File: src/rtl/core/hct_pkg.sv
// ----------------------------------------------------------------------------
// hct_pkg: shared types and constants
// Payload structs, step codes, register indexes and widths for the hall
// commutation and speed tracker.
// ----------------------------------------------------------------------------
`default_nettype none

package hct_pkg;

  localparam int TICK_BITS    = 16;
  localparam int SUBTICK_BITS = 24;
  localparam int HALL_BITS    = 3;
  localparam int HALL_ENTRIES = 6;
  localparam int TABLE_BITS   = HALL_BITS * HALL_ENTRIES;
  localparam int CFG_BITS     = 24;
  localparam int CFG_IDX_BITS = 2;

  localparam logic [SUBTICK_BITS-1:0] SUBTICKS_RESET = 24'd72000;

  localparam logic [CFG_IDX_BITS-1:0] CFG_HALL_TABLE = 2'd0;
  localparam logic [CFG_IDX_BITS-1:0] CFG_FORWARD    = 2'd1;
  localparam logic [CFG_IDX_BITS-1:0] CFG_DRIVE_EN   = 2'd2;
  localparam logic [CFG_IDX_BITS-1:0] CFG_SUBTICKS   = 2'd3;

  localparam logic OP_TICK = 1'b0;
  localparam logic OP_HALL = 1'b1;

  typedef enum logic [1:0] {
    STEP_NONE    = 2'd0,
    STEP_FORWARD = 2'd1,
    STEP_REVERSE = 2'd2,
    STEP_INVALID = 2'd3
  } step_kind_t;

  typedef struct packed {
    logic                    operation;
    logic [HALL_BITS-1:0]    hall_code;
    logic [SUBTICK_BITS-1:0] subtick_now;
  } hct_in_t;

  typedef struct packed {
    step_kind_t              step_kind;
    logic signed [31:0]      position;
    logic [15:0]             period_ticks;
    logic [SUBTICK_BITS-1:0] period_subticks;
    logic                    period_fresh;
    logic                    drive_update;
    logic [2:0]              drive_pair;
    logic                    hall_fault;
  } hct_out_t;

  typedef struct packed {
    step_kind_t kind;
    logic       drive_hit;
    logic [2:0] drive_sel;
  } hct_decode_t;

endpackage

`default_nettype wire

File: src/rtl/core/hall_commutation_speed_tracker_top.sv
// ----------------------------------------------------------------------------
// hall_commutation_speed_tracker_top: six-step hall tracker
// Result path: the input transfer loads the input register, then one
// state-update pass loads the result register once the output can advance.
// Throughput: one item per cycle while out_stall is low (one update pass).
// Reset: synchronous rst clears all tracking state and loads the register
// defaults (sub-tick span 72000, everything else zero).
// ----------------------------------------------------------------------------
`default_nettype none

module hall_commutation_speed_tracker_top
  import hct_pkg::*;
(
  input  wire logic                    clk,
  input  wire logic                    rst,
  input  wire logic                    cfg_we,
  input  wire logic [CFG_IDX_BITS-1:0] cfg_index,
  input  wire logic [CFG_BITS-1:0]     cfg_data,
  input  wire logic                    in_valid,
  output logic                         in_stall,
  input  wire hct_in_t                 in_data,
  output logic                         out_valid,
  input  wire logic                    out_stall,
  output hct_out_t                     out_data
);

  logic [TABLE_BITS-1:0]   hall_table;
  logic                    forward_command;
  logic                    drive_enable;
  logic [SUBTICK_BITS-1:0] subticks_per_tick;

  logic [HALL_BITS-1:0]    previous_hall;
  logic                    timing_armed;
  logic [TICK_BITS-1:0]    elapsed_ticks;
  logic [SUBTICK_BITS-1:0] start_subtick;
  logic [TICK_BITS-1:0]    last_period_ticks;
  logic [SUBTICK_BITS-1:0] last_period_subticks;
  logic signed [31:0]      step_position;
  logic                    fault_flag;
  logic [2:0]              current_drive;

  logic [HALL_BITS-1:0]    previous_hall_next;
  logic                    timing_armed_next;
  logic [TICK_BITS-1:0]    elapsed_ticks_next;
  logic [SUBTICK_BITS-1:0] start_subtick_next;
  logic [TICK_BITS-1:0]    last_period_ticks_next;
  logic [SUBTICK_BITS-1:0] last_period_subticks_next;
  logic signed [31:0]      step_position_next;
  logic                    fault_flag_next;
  logic [2:0]              current_drive_next;
  logic                    fresh;
  logic                    drive_update;
  step_kind_t              kind;

  hct_in_t                 in_q;
  logic                    in_q_valid;
  logic                    advance;
  logic                    process;
  hct_out_t                out_next;
  hct_decode_t             decode;

  logic                    dir_matches;
  logic                    start_ge_end;
  logic [SUBTICK_BITS-1:0] sub_direct;
  logic [SUBTICK_BITS-1:0] sub_borrow;
  logic [TICK_BITS-1:0]    meas_ticks;
  logic [SUBTICK_BITS-1:0] meas_subticks;

  // handshake
  assign advance  = !out_valid || !out_stall;
  assign process  = in_q_valid && advance;
  assign in_stall = in_q_valid && !advance;

  always_ff @(posedge clk) begin
    if (rst) begin
      in_q_valid <= 1'b0;
    end else if (in_valid && !in_stall) begin
      in_q_valid <= 1'b1;
    end else if (process) begin
      in_q_valid <= 1'b0;
    end
  end

  always_ff @(posedge clk) begin
    if (in_valid && !in_stall) begin
      in_q <= in_data;
    end
  end

  // configuration
  always_ff @(posedge clk) begin
    if (rst) begin
      hall_table        <= '0;
      forward_command   <= 1'b0;
      drive_enable      <= 1'b0;
      subticks_per_tick <= SUBTICKS_RESET;
    end else if (cfg_we) begin
      unique case (cfg_index)
        CFG_HALL_TABLE: hall_table        <= cfg_data[TABLE_BITS-1:0];
        CFG_FORWARD:    forward_command   <= cfg_data[0];
        CFG_DRIVE_EN:   drive_enable      <= cfg_data[0];
        CFG_SUBTICKS:   subticks_per_tick <= cfg_data[SUBTICK_BITS-1:0];
        default: ;
      endcase
    end
  end

  hct_hall_decode u_decode (
    .hall_table      (hall_table),
    .prev_hall       (previous_hall),
    .hall_code       (in_q.hall_code),
    .forward_command (forward_command),
    .drive_enable    (drive_enable),
    .decode          (decode)
  );

  // period measurement: borrow a tick when ticks elapsed and end is above start
  assign start_ge_end = (start_subtick >= in_q.subtick_now);
  assign sub_direct   = start_subtick - in_q.subtick_now;
  assign sub_borrow   = start_subtick + subticks_per_tick - in_q.subtick_now;

  always_comb begin
    if (elapsed_ticks == '0) begin
      meas_ticks    = '0;
      meas_subticks = sub_direct;
    end else if (start_ge_end) begin
      meas_ticks    = elapsed_ticks;
      meas_subticks = sub_direct;
    end else begin
      meas_ticks    = elapsed_ticks - 1'b1;
      meas_subticks = sub_borrow;
    end
  end

  assign dir_matches = (forward_command == (decode.kind == STEP_FORWARD));

  always_comb begin
    previous_hall_next        = previous_hall;
    timing_armed_next         = timing_armed;
    elapsed_ticks_next        = elapsed_ticks;
    start_subtick_next        = start_subtick;
    last_period_ticks_next    = last_period_ticks;
    last_period_subticks_next = last_period_subticks;
    step_position_next        = step_position;
    fault_flag_next           = fault_flag;
    current_drive_next        = current_drive;
    fresh                     = 1'b0;
    drive_update              = 1'b0;
    kind                      = STEP_NONE;
    if (in_q.operation == OP_TICK) begin
      elapsed_ticks_next = elapsed_ticks + 1'b1;
    end else begin
      kind               = decode.kind;
      previous_hall_next = in_q.hall_code;
      if (decode.kind == STEP_INVALID) begin
        fault_flag_next = 1'b1;
      end else begin
        if (decode.kind == STEP_FORWARD) begin
          step_position_next = step_position + 32'sd1;
        end else begin
          step_position_next = step_position - 32'sd1;
        end
        if (!dir_matches) begin
          timing_armed_next = 1'b0;
        end else if (!timing_armed) begin
          timing_armed_next  = 1'b1;
          elapsed_ticks_next = '0;
          start_subtick_next = in_q.subtick_now;
        end else begin
          timing_armed_next         = 1'b0;
          last_period_ticks_next    = meas_ticks;
          last_period_subticks_next = meas_subticks;
          fresh                     = 1'b1;
        end
      end
      if (decode.drive_hit) begin
        current_drive_next = decode.drive_sel;
        drive_update       = 1'b1;
      end
    end
  end

  always_comb begin
    out_next.step_kind       = kind;
    out_next.position        = step_position_next;
    out_next.period_ticks    = 16'(last_period_ticks_next);
    out_next.period_subticks = last_period_subticks_next;
    out_next.period_fresh    = fresh;
    out_next.drive_update    = drive_update;
    out_next.drive_pair      = current_drive_next;
    out_next.hall_fault      = fault_flag_next;
  end

  always_ff @(posedge clk) begin
    if (rst) begin
      previous_hall        <= '0;
      timing_armed         <= 1'b0;
      elapsed_ticks        <= '0;
      start_subtick        <= '0;
      last_period_ticks    <= '0;
      last_period_subticks <= '0;
      step_position        <= '0;
      fault_flag           <= 1'b0;
      current_drive        <= '0;
    end else if (process) begin
      previous_hall        <= previous_hall_next;
      timing_armed         <= timing_armed_next;
      elapsed_ticks        <= elapsed_ticks_next;
      start_subtick        <= start_subtick_next;
      last_period_ticks    <= last_period_ticks_next;
      last_period_subticks <= last_period_subticks_next;
      step_position        <= step_position_next;
      fault_flag           <= fault_flag_next;
      current_drive        <= current_drive_next;
    end
  end

  always_ff @(posedge clk) begin
    if (rst) begin
      out_valid <= 1'b0;
    end else if (process) begin
      out_valid <= 1'b1;
    end else if (!out_stall) begin
      out_valid <= 1'b0;
    end
  end

  always_ff @(posedge clk) begin
    if (process) begin
      out_data <= out_next;
    end
  end

`ifndef SYNTHESIS
  a_fault_sticky: assert property (@(posedge clk) disable iff (rst)
    fault_flag |=> fault_flag)
    else $error("hall fault flag cleared without reset");

  a_fresh_on_step: assert property (@(posedge clk) disable iff (rst)
    out_valid && out_data.period_fresh |->
      (out_data.step_kind == STEP_FORWARD || out_data.step_kind == STEP_REVERSE))
    else $error("period measured on a non-step item");

  a_update_on_hall: assert property (@(posedge clk) disable iff (rst)
    out_valid && out_data.drive_update |-> out_data.step_kind != STEP_NONE)
    else $error("drive updated on a tick");

  a_drive_range: assert property (@(posedge clk) disable iff (rst)
    current_drive <= 3'd5)
    else $error("drive pair out of range");

  a_stall_when_full: assert property (@(posedge clk) disable iff (rst)
    in_stall |-> in_q_valid && out_valid)
    else $error("input stalled with room to take a transfer");
`endif

endmodule

`default_nettype wire

File: src/rtl/core/hct_hall_decode.sv
// ----------------------------------------------------------------------------
// hct_hall_decode: hall step classifier and drive selector
// Finds the previous code in the rotation table, classifies the new code as
// forward, reverse or invalid, and picks the phase pair for the new code.
// ----------------------------------------------------------------------------
`default_nettype none

module hct_hall_decode
  import hct_pkg::*;
(
  input  wire logic [TABLE_BITS-1:0] hall_table,
  input  wire logic [HALL_BITS-1:0]  prev_hall,
  input  wire logic [HALL_BITS-1:0]  hall_code,
  input  wire logic                  forward_command,
  input  wire logic                  drive_enable,
  output hct_decode_t                decode
);

  logic [HALL_BITS-1:0] entries [HALL_ENTRIES];
  logic [HALL_BITS-1:0] ordered [HALL_ENTRIES];
  logic                 found;
  logic                 fwd_hit;
  logic                 rev_hit;

  always_comb begin
    for (int i = 0; i < HALL_ENTRIES; i++) begin
      entries[i] = hall_table[i*HALL_BITS +: HALL_BITS];
    end
    for (int j = 0; j < HALL_ENTRIES; j++) begin
      ordered[j] = forward_command ? entries[j] : entries[(j + 3) % HALL_ENTRIES];
    end
  end

  // first matching entry wins: scan from the top so the lowest index lands last
  always_comb begin
    found   = 1'b0;
    fwd_hit = 1'b0;
    rev_hit = 1'b0;
    for (int i = HALL_ENTRIES - 1; i >= 0; i--) begin
      if (entries[i] == prev_hall) begin
        found   = 1'b1;
        fwd_hit = (hall_code == entries[(i + 1) % HALL_ENTRIES]);
        rev_hit = (hall_code == entries[(i + HALL_ENTRIES - 1) % HALL_ENTRIES]);
      end
    end
  end

  always_comb begin
    decode.drive_hit = 1'b0;
    decode.drive_sel = '0;
    for (int j = HALL_ENTRIES - 1; j >= 0; j--) begin
      if (ordered[j] == hall_code) begin
        decode.drive_hit = drive_enable;
        decode.drive_sel = 3'(j);
      end
    end
    if (found && fwd_hit) begin
      decode.kind = STEP_FORWARD;
    end else if (found && rev_hit) begin
      decode.kind = STEP_REVERSE;
    end else begin
      decode.kind = STEP_INVALID;
    end
  end

endmodule

`default_nettype wire
File: config.mk
export PLATFORM = sky130hd
export DESIGN_NAME = hall_commutation_speed_tracker_top
export DESIGN_NICKNAME = d
export VERILOG_FILES = /design/src/rtl/core/hct_pkg.sv /design/src/rtl/core/hall_commutation_speed_tracker_top.sv /design/src/rtl/core/hct_hall_decode.sv
export SDC_FILE = /design/constraint.sdc
export NUM_CORES = 1
export LEC_CHECK = 0
export BUFFER_PORTS_ARGS = -buffer_cell sky130_fd_sc_hd__buf_2
export CAP_MARGIN = 25
export CORE_MARGIN = 4
export CORE_UTILIZATION = 30
export CTS_CLUSTER_SIZE = 10
export DETAILED_ROUTE_END_ITERATION = 10
export PLACE_DENSITY_LB_ADDON = 0.08
export SYNTH_ARGS = -nofsm -noshare
export SYNTH_HDL_FRONTEND = slang
export SYNTH_SLANG_ARGS = --single-unit
File: constraint.sdc
create_clock -name clk -period 4.9 [get_ports clk]
set_input_delay 0.49 -clock clk [delete_from_list [all_inputs] [get_ports clk]]
set_output_delay 0.49 -clock clk [all_outputs]
set_load 0.1 [all_outputs]
==> results of run 1 <==
sequential cells by signal (all words and copies together), names as in the netlist:
name,count
in_q_valid,1
drive_enable,1
last_period_subticks,24
start_subtick,24
out_valid,1
forward_command,1
subticks_per_tick,24
last_period_ticks,16
in_q,28
elapsed_ticks,16
hall_table,18
timing_armed,1
fault_flag,1
step_position,32
current_drive,3
out_data,80
previous_hall,3
worst max-delay path: cells and delay by family (launching register included):
| kind | cells | cell delay [ns] |
|---|---|---|
| AND/OR/NAND/NOR | 4 | 1.33 |
| AO/OA/AOI/OAI | 9 | 1.65 |
| XOR/XNOR | 3 | 0.46 |
| adder cells (fa/ha/maj) | 1 | 0.26 |
| flip-flops | 1 | 0.57 |
synthesized netlist by cell type, drive strengths merged, types with 17 or more instances:
| cell type | instances | share of area (%) |
|---|---|---|
| nand2 | 237 | 5.5 |
| nor2 | 186 | 4.3 |
| dfxtp | 166 | 21 |
| inv | 139 | 3.2 |
| a21oi | 117 | 3.6 |
| edfxtp | 108 | 20 |
| xnor2 | 96 | 5.2 |
| o21ai | 84 | 2.6 |
| clkbuf | 76 | 1.8 |
| xor2 | 62 | 3.4 |
| nand3 | 54 | 1.7 |
| ha | 51 | 3.9 |
| mux2i | 47 | 2.9 |
| nor3 | 43 | 1.4 |
| a211oi | 36 | 1.8 |
| buf | 28 | 1.1 |
| nand4 | 27 | 1.0 |
| fa | 24 | 3.0 |
| nor4 | 23 | 0.93 |
| or3 | 23 | 0.95 |
| and3 | 22 | 0.85 |
| a21o | 17 | 0.79 |
cell type report:
class                      count  area (sq um)
inverter                     139           524
multi-input combinational   1344          8670
fill                        5591         34300
sequential                   274          6570
timing repair buffer         164           952
antenna                        1          2.50
clock inverter                 6          81.3
clock buffer                  58          1040
tap                          688           861
repair_timing:
| action | CTS | global route |
|---|---|---|
| endpoints found under the setup margin | 0 | 7 |
| hold endpoints to repair | 0 | 0 |
| gates resized for setup | 0 | 3 |
| hold buffers | 0 | 0 |
cell families (layout without fill, tap and decap cells):
logic type	after synthesis	in the layout
AOI/OAI and AO/OA	373	373
xor gates and xnor gates	158	158
adders and majority gates	75	75
buffers and inverters	243	367
DFF	274	274
muxes	49	49
other	0	1
and+or+nand+nor	689	689
per-layer routing:
metal	GRT usage (%)	up-vias	part of all wire (%)
met2	27.4	239	46
li1	-	6659	-
met1	23.0	6372	48
met5	0	-	0
met4	5.21	0	2.6
met3	2.45	69	3.4
through the flow:
stage	setup WS [ns]	util [%]	instance area [sq um]	hold WS [ns]	instances
final	0.340	35.3	18700	0.134	2674
after global routing	0.00934	35.3	18700	0.100	2673
after CTS	0.272	35.2	18700	0.0877	2672
after detailed placement	0.299	33.1	17500	0.447	2608
after global placement	0.499	33.0	17500	0.439	2606
after floorplan	0.259	-	16200	0.432	1861
how the worst max path moves through the flow:
| stage | startpoint | endpoint | slack [ns] | cells after the start |
|---|---|---|---|---|
| 2_1_floorplan | in_q[25] | out_data[72] | 0.26 | 20 |
| 3_3_place_gp | previous_hall[1] | out_data[72] | 0.50 | 15 |
| 3_5_place_dp | previous_hall[1] | out_data[72] | 0.30 | 15 |
| 4_1_cts | previous_hall[1] | out_data[72] | 0.27 | 15 |
| 5_1_grt | in_q[26] | out_data[72] | 0.009 | 16 |
| 6_report | in_q[26] | out_data[76] | 0.34 | 17 |
where the power goes:
group / switching, W / internal, W
clock: 0.00100 / 0.00155
combinational: 0.00108 / 0.000507
sequential: 0.0000913 / 0.00248
total: 0.00218 / 0.00454
==> impl_metrics.ini, run 1 <==
[worst_setup_path]
cp_slowest_cell = edfxtp_1
worstSetupEndpointType = flop
critPathArrivalTime_ns = 4.83
cp_max_fo = 9
crit_chain = xnor2_1, nand3_1, nor3b_1, o21bai_1, o21ai_2, xnor2_1, ha_1, nor3_1, nand4_1, o211ai_1, o311ai_0, o21a_1, a21o_1, a21oi_1, o31a_1, o21ai_0, xnor2_1
timing.rr.end = out_data[76]
ff2ff_path_depth = 17
reg2reg_from = in_q[26]
cp.required_ns = 5.17
critPathKind = reg -> reg
slowest_delay_ns = 0.57
path_common_cell = xnor2_1
startpoint_type = flop
reg2reg_slack_ns = 0.34

[yosys]
synth_top_family_by_area = simple AND/OR/NAND/NOR gates
ys_ff_latch = 274
async_flop_share_pct = 0
yosys.area_share.simple_pct = 20.1
netlist_instances = 1861
ys_warn_count = 0
synth_compound_area_share_pct = 14.7
synthMuxAreaShare_pct = 3.05
synth.net_count = 1995
synth_xor_area_share_pct = 8.56
seq_area_frac_synth_pct = 40.6
synth_edf_count = 108
synthAdderAreaFrac_pct = 6.92
synth_cell_type_count = 78
synth.cell_area_sq_um = 16200
syn_avg_cell_area_sq_um = 8.69
synth_flop_cell = dfxtp_1

[cts]
htreeDepth = 2
numCtsBuffers = 36
cts_root_buf = clkbuf_16
tritoncts = yes
postCtsSetupBuffers = 0
path_clk_slew_ns = 0.05
cts_sinks = 274
clock_latency_ns = 0.54
clock_path_buffers = 3

[outcome]
status = finished clean

[detailed_routing]
drt.antenna.violating_nets = 0
routed_wirelength_mm = 48.9
drt_first_pass_iters = 5
wl_per_cell_um = 18.3
drt-initial-drc-count = 717
avgViaCountPerCell = 4.99
routed-via-count = 13339
drc = 0

[timing]
final_max_slew_viol_count = 0
tightestPinTransition_ns = 0.909
rsz0062_at_grt = no
hold_violations = 0
fmax_mhz = 219
setup-tns-final_ns = 0
period_share_pct = 93.1
min_period_ns = 4.56
setup-violations-final = 0
skew_ns = 0.0166
slew_headroom_pct = 39.2

[worst_hold_path]
holdPathEnd = in_q[12]
hold-path-cell-count = 1
min_from = in_data[12]
hold_path_class = in -> reg

[grt]
antenna_found_initial = 0
grt_pass1_vias = 13140
grt_first_pass_wirelength_mm = 76.1
grt_max_degree = 95
grt_overflow_total = 0
track_usage_pct = 16.8

[final_layout]
nNetsFinal = 2093
final_common_cell = nand2_1
mostFrequentLayoutCells = nand2_1, nor2_1, dfxtp_1
drive_above_1_share_pct = 12.8
area_growth_syn_to_layout_pct = 15.6

[power_and_ir_drop]
max-vdd-ir-drop_mv = 0.192
power_w = 0.00672
p_per_area_nw_per_um2 = 359
p_leak_nw = 7.48

[floorplan]
die_h_um = 240
die_w_um = 240
io_pins = 141
core_area_sq_um = 53000
rows = 84
die_area_sq_um = 57700
initial_core_util_pct = 30.5

[place]
dp_hpwl_mm = 35.7
place.port_buffers = 140
place.gp.congestion = 0.879

[job]
drv_cap = 0
Note: power is estimated with default switching activity, not from simulation.
==> run 2: changes to the inputs <==
==> constraint.sdc (replaced) <==
create_clock -name clk -period 4.1 [get_ports clk]
set_input_delay 0.41 -clock clk [delete_from_list [all_inputs] [get_ports clk]]
set_output_delay 0.41 -clock clk [all_outputs]
set_load 0.1 [all_outputs]
==> run 2 against run 1 <==
- sequential share of layout area is 0.88 points lower
- non-clock buffer count is 56 higher
- fmax is 19% higher
- clock-buffer cell count stayed put
- highest routed layer unchanged
- die area stayed put
- combinational power is 25% higher
- cell area is 2.6% higher
==> impl_metrics.ini, run 2 (synthesized netlist as in run 1, its figures left out) <==
[grt]
grt_max_degree = 59
track_usage_pct = 17.1
grt_pass1_vias = 13112
antenna_found_initial = 0
grt_overflow_total = 0
grt_first_pass_wirelength_mm = 77.1

[power_and_ir_drop]
comb_power_share_pct = 24.4
p_per_area_nw_per_um2 = 424
sw_frac_of_total_pct = 32.7
max-vdd-ir-drop_mv = 0.254
p_int_w = 0.00548
clockPowerShare_pct = 37.8
pwr-share-seq_pct = 37.8
p_switching_w = 0.00266
p_leak_nw = 7.78

[worst_setup_path]
worstSetupEndpointType = flop
path_delay_family = compound AO/OA/AOI/OAI gates
crit_chain = fa_1, inv_1, ha_1, nor2b_1, o2111ai_1, nand2_1, a21oi_1, o22ai_1, o41ai_1, buf_4, mux2i_1, a21oi_1, a21oi_1, o21ai_0
startpoint_type = flop
critPathBufInv = 2
critPathArrivalTime_ns = 4.09
cp_max_fo = 3
path_common_cell = a21oi_1
cp_slowest_cell = fa_1
critPathKind = reg -> reg
cp.required_ns = 4.35
slowest_delay_ns = 0.52

[final_layout]
multiInputGateArea_sq_um = 8740
nNetsFinal = 2149
final_common_cell = nand2_1
area_growth_syn_to_layout_pct = 18.7
seq_area_sq_um = 6570
drive_above_1_share_pct = 16.1
regMostFlops = out_data
top_regs = out_data (80), step_position (32), in_q (28)
mostFrequentLayoutCells = nand2_1, nor2_1, dfxtp_1
fillers = 5548
diodes = 0
largest_register_ffs = 80

[cts]
numCtsBuffers = 36
cts_root_buf = clkbuf_16
path_clk_slew_ns = 0.05
cts_sinks = 274
htreeDepth = 2
clock_path_buffers = 3
clock_latency_ns = 0.54
tritoncts = yes

[floorplan]
io_pins = 141
initial_core_util_pct = 30.5
core_area_sq_um = 53000
rows = 84
die_area_sq_um = 57700
die_h_um = 240
die_w_um = 240

[timing]
final_max_slew_viol_count = 0
setup-tns-final_ns = 0
setup-violations-final = 0
fmax_mhz = 260
tightestPinTransition_ns = 0.899
hold_violations = 0
skew_ns = 0.0206
min_period_ns = 3.84
period_share_pct = 93.7
slew_headroom_pct = 39.9
fin_ws_ns = 0.259

[detailed_routing]
drt.antenna.violating_nets = 0
routed_wirelength_mm = 49.9
avgViaCountPerCell = 4.93
wl_per_cell_um = 18.3
routed-via-count = 13449
drt_first_pass_iters = 5
drt-initial-drc-count = 689
drc = 0

[place]
place.port_buffers = 140
place.gp.congestion = 0.863
place_worst_setup_slack_ns = 0.0894
dp_hpwl_mm = 37.2

[job]
drv_cap = 0

[outcome]
status = finished clean

[worst_hold_path]
hold_path_class = in -> reg
[run 2: changes by cell type in the layout (fill, tap and decap cells not counted), sizes merged]
cell	change
buf	+53
dlygate4sd3	+3
inv	+3
bufinv	-1
clkinv	-1
diode	-1
[run 2: layout make-up]
type	count	area share, %
clock buffer	58	5.55
timing repair buffer	220	7.07
clock inverter	7	0.365
multi-input combinational	1344	45.5
tap	688	4.49
sequential	274	34.2
inverter	139	2.73
[run 2: per-layer routing]
metal | global-route usage (%) | share of wire [%] | up-vias
met5 | 0 | 0 | -
met1 | 23.5 | 47 | 6380
li1 | - | - | 6766
met2 | 28.1 | 47 | 233
met4 | 5.11 | 2.6 | 0
met3 | 2.35 | 3.6 | 70
[run 2: path summary, 6_finish.rpt]
| path | start | endpoint | slack [ns] | cells past startpoint |
|---|---|---|---|---|
| worst max-delay path | in_q[2] | out_data[20] | 0.26 | 14 |
| worst min register to register | subticks_per_tick[5] | subticks_per_tick[5] | 0.45 | 2 |
| worst max register to register | in_q[2] | out_data[20] | 0.26 | 14 |
| worst min-delay path | in_data[2] | in_q[2] | 0.05 | 1 |
[run 2: worst reg2reg max path: cells and delay by family, from the launching register on]
family	cells	cell delay, ns
simple gates	2	0.31
flops	1	0.48
fa+ha+maj	2	0.84
mux	1	0.17
buf+inv	2	0.25
compound gates	7	1.50
[run 2: power by group through the flow]
stage               clock network, W  registers, W  logic, W
finish                       0.00308       0.00307   0.00199
global placement                   0       0.00313   0.00196
global route                 0.00330       0.00309   0.00218
CTS                          0.00320       0.00308   0.00197
floorplan                          0       0.00342   0.00114
detailed placement                 0       0.00314   0.00196
[run 2: metrics by stage]
step	total power, W	std cells	hold WS [ns]	area [sq um]	util [%]
5_1_grt	0.00856	2730	0.0165	19200	36.2
4_1_cts	0.00825	2720	0.000987	19000	35.9
3_5_place_dp	0.00509	2652	0.447	17900	33.7
6_report	0.00814	2730	0.0451	19200	36.2
3_3_place_gp	0.00509	2651	0.441	17800	33.7
2_1_floorplan	0.00456	1861	0.432	16200	-
[run 2: what timing repair did]
item                                   4_1_cts  5_1_grt
setup endpoints to repair                    0       17
endpoints found under the hold margin        3        0
setup buffers                                0       10
hold buffers                                 3        0
gates resized for setup                      0       18
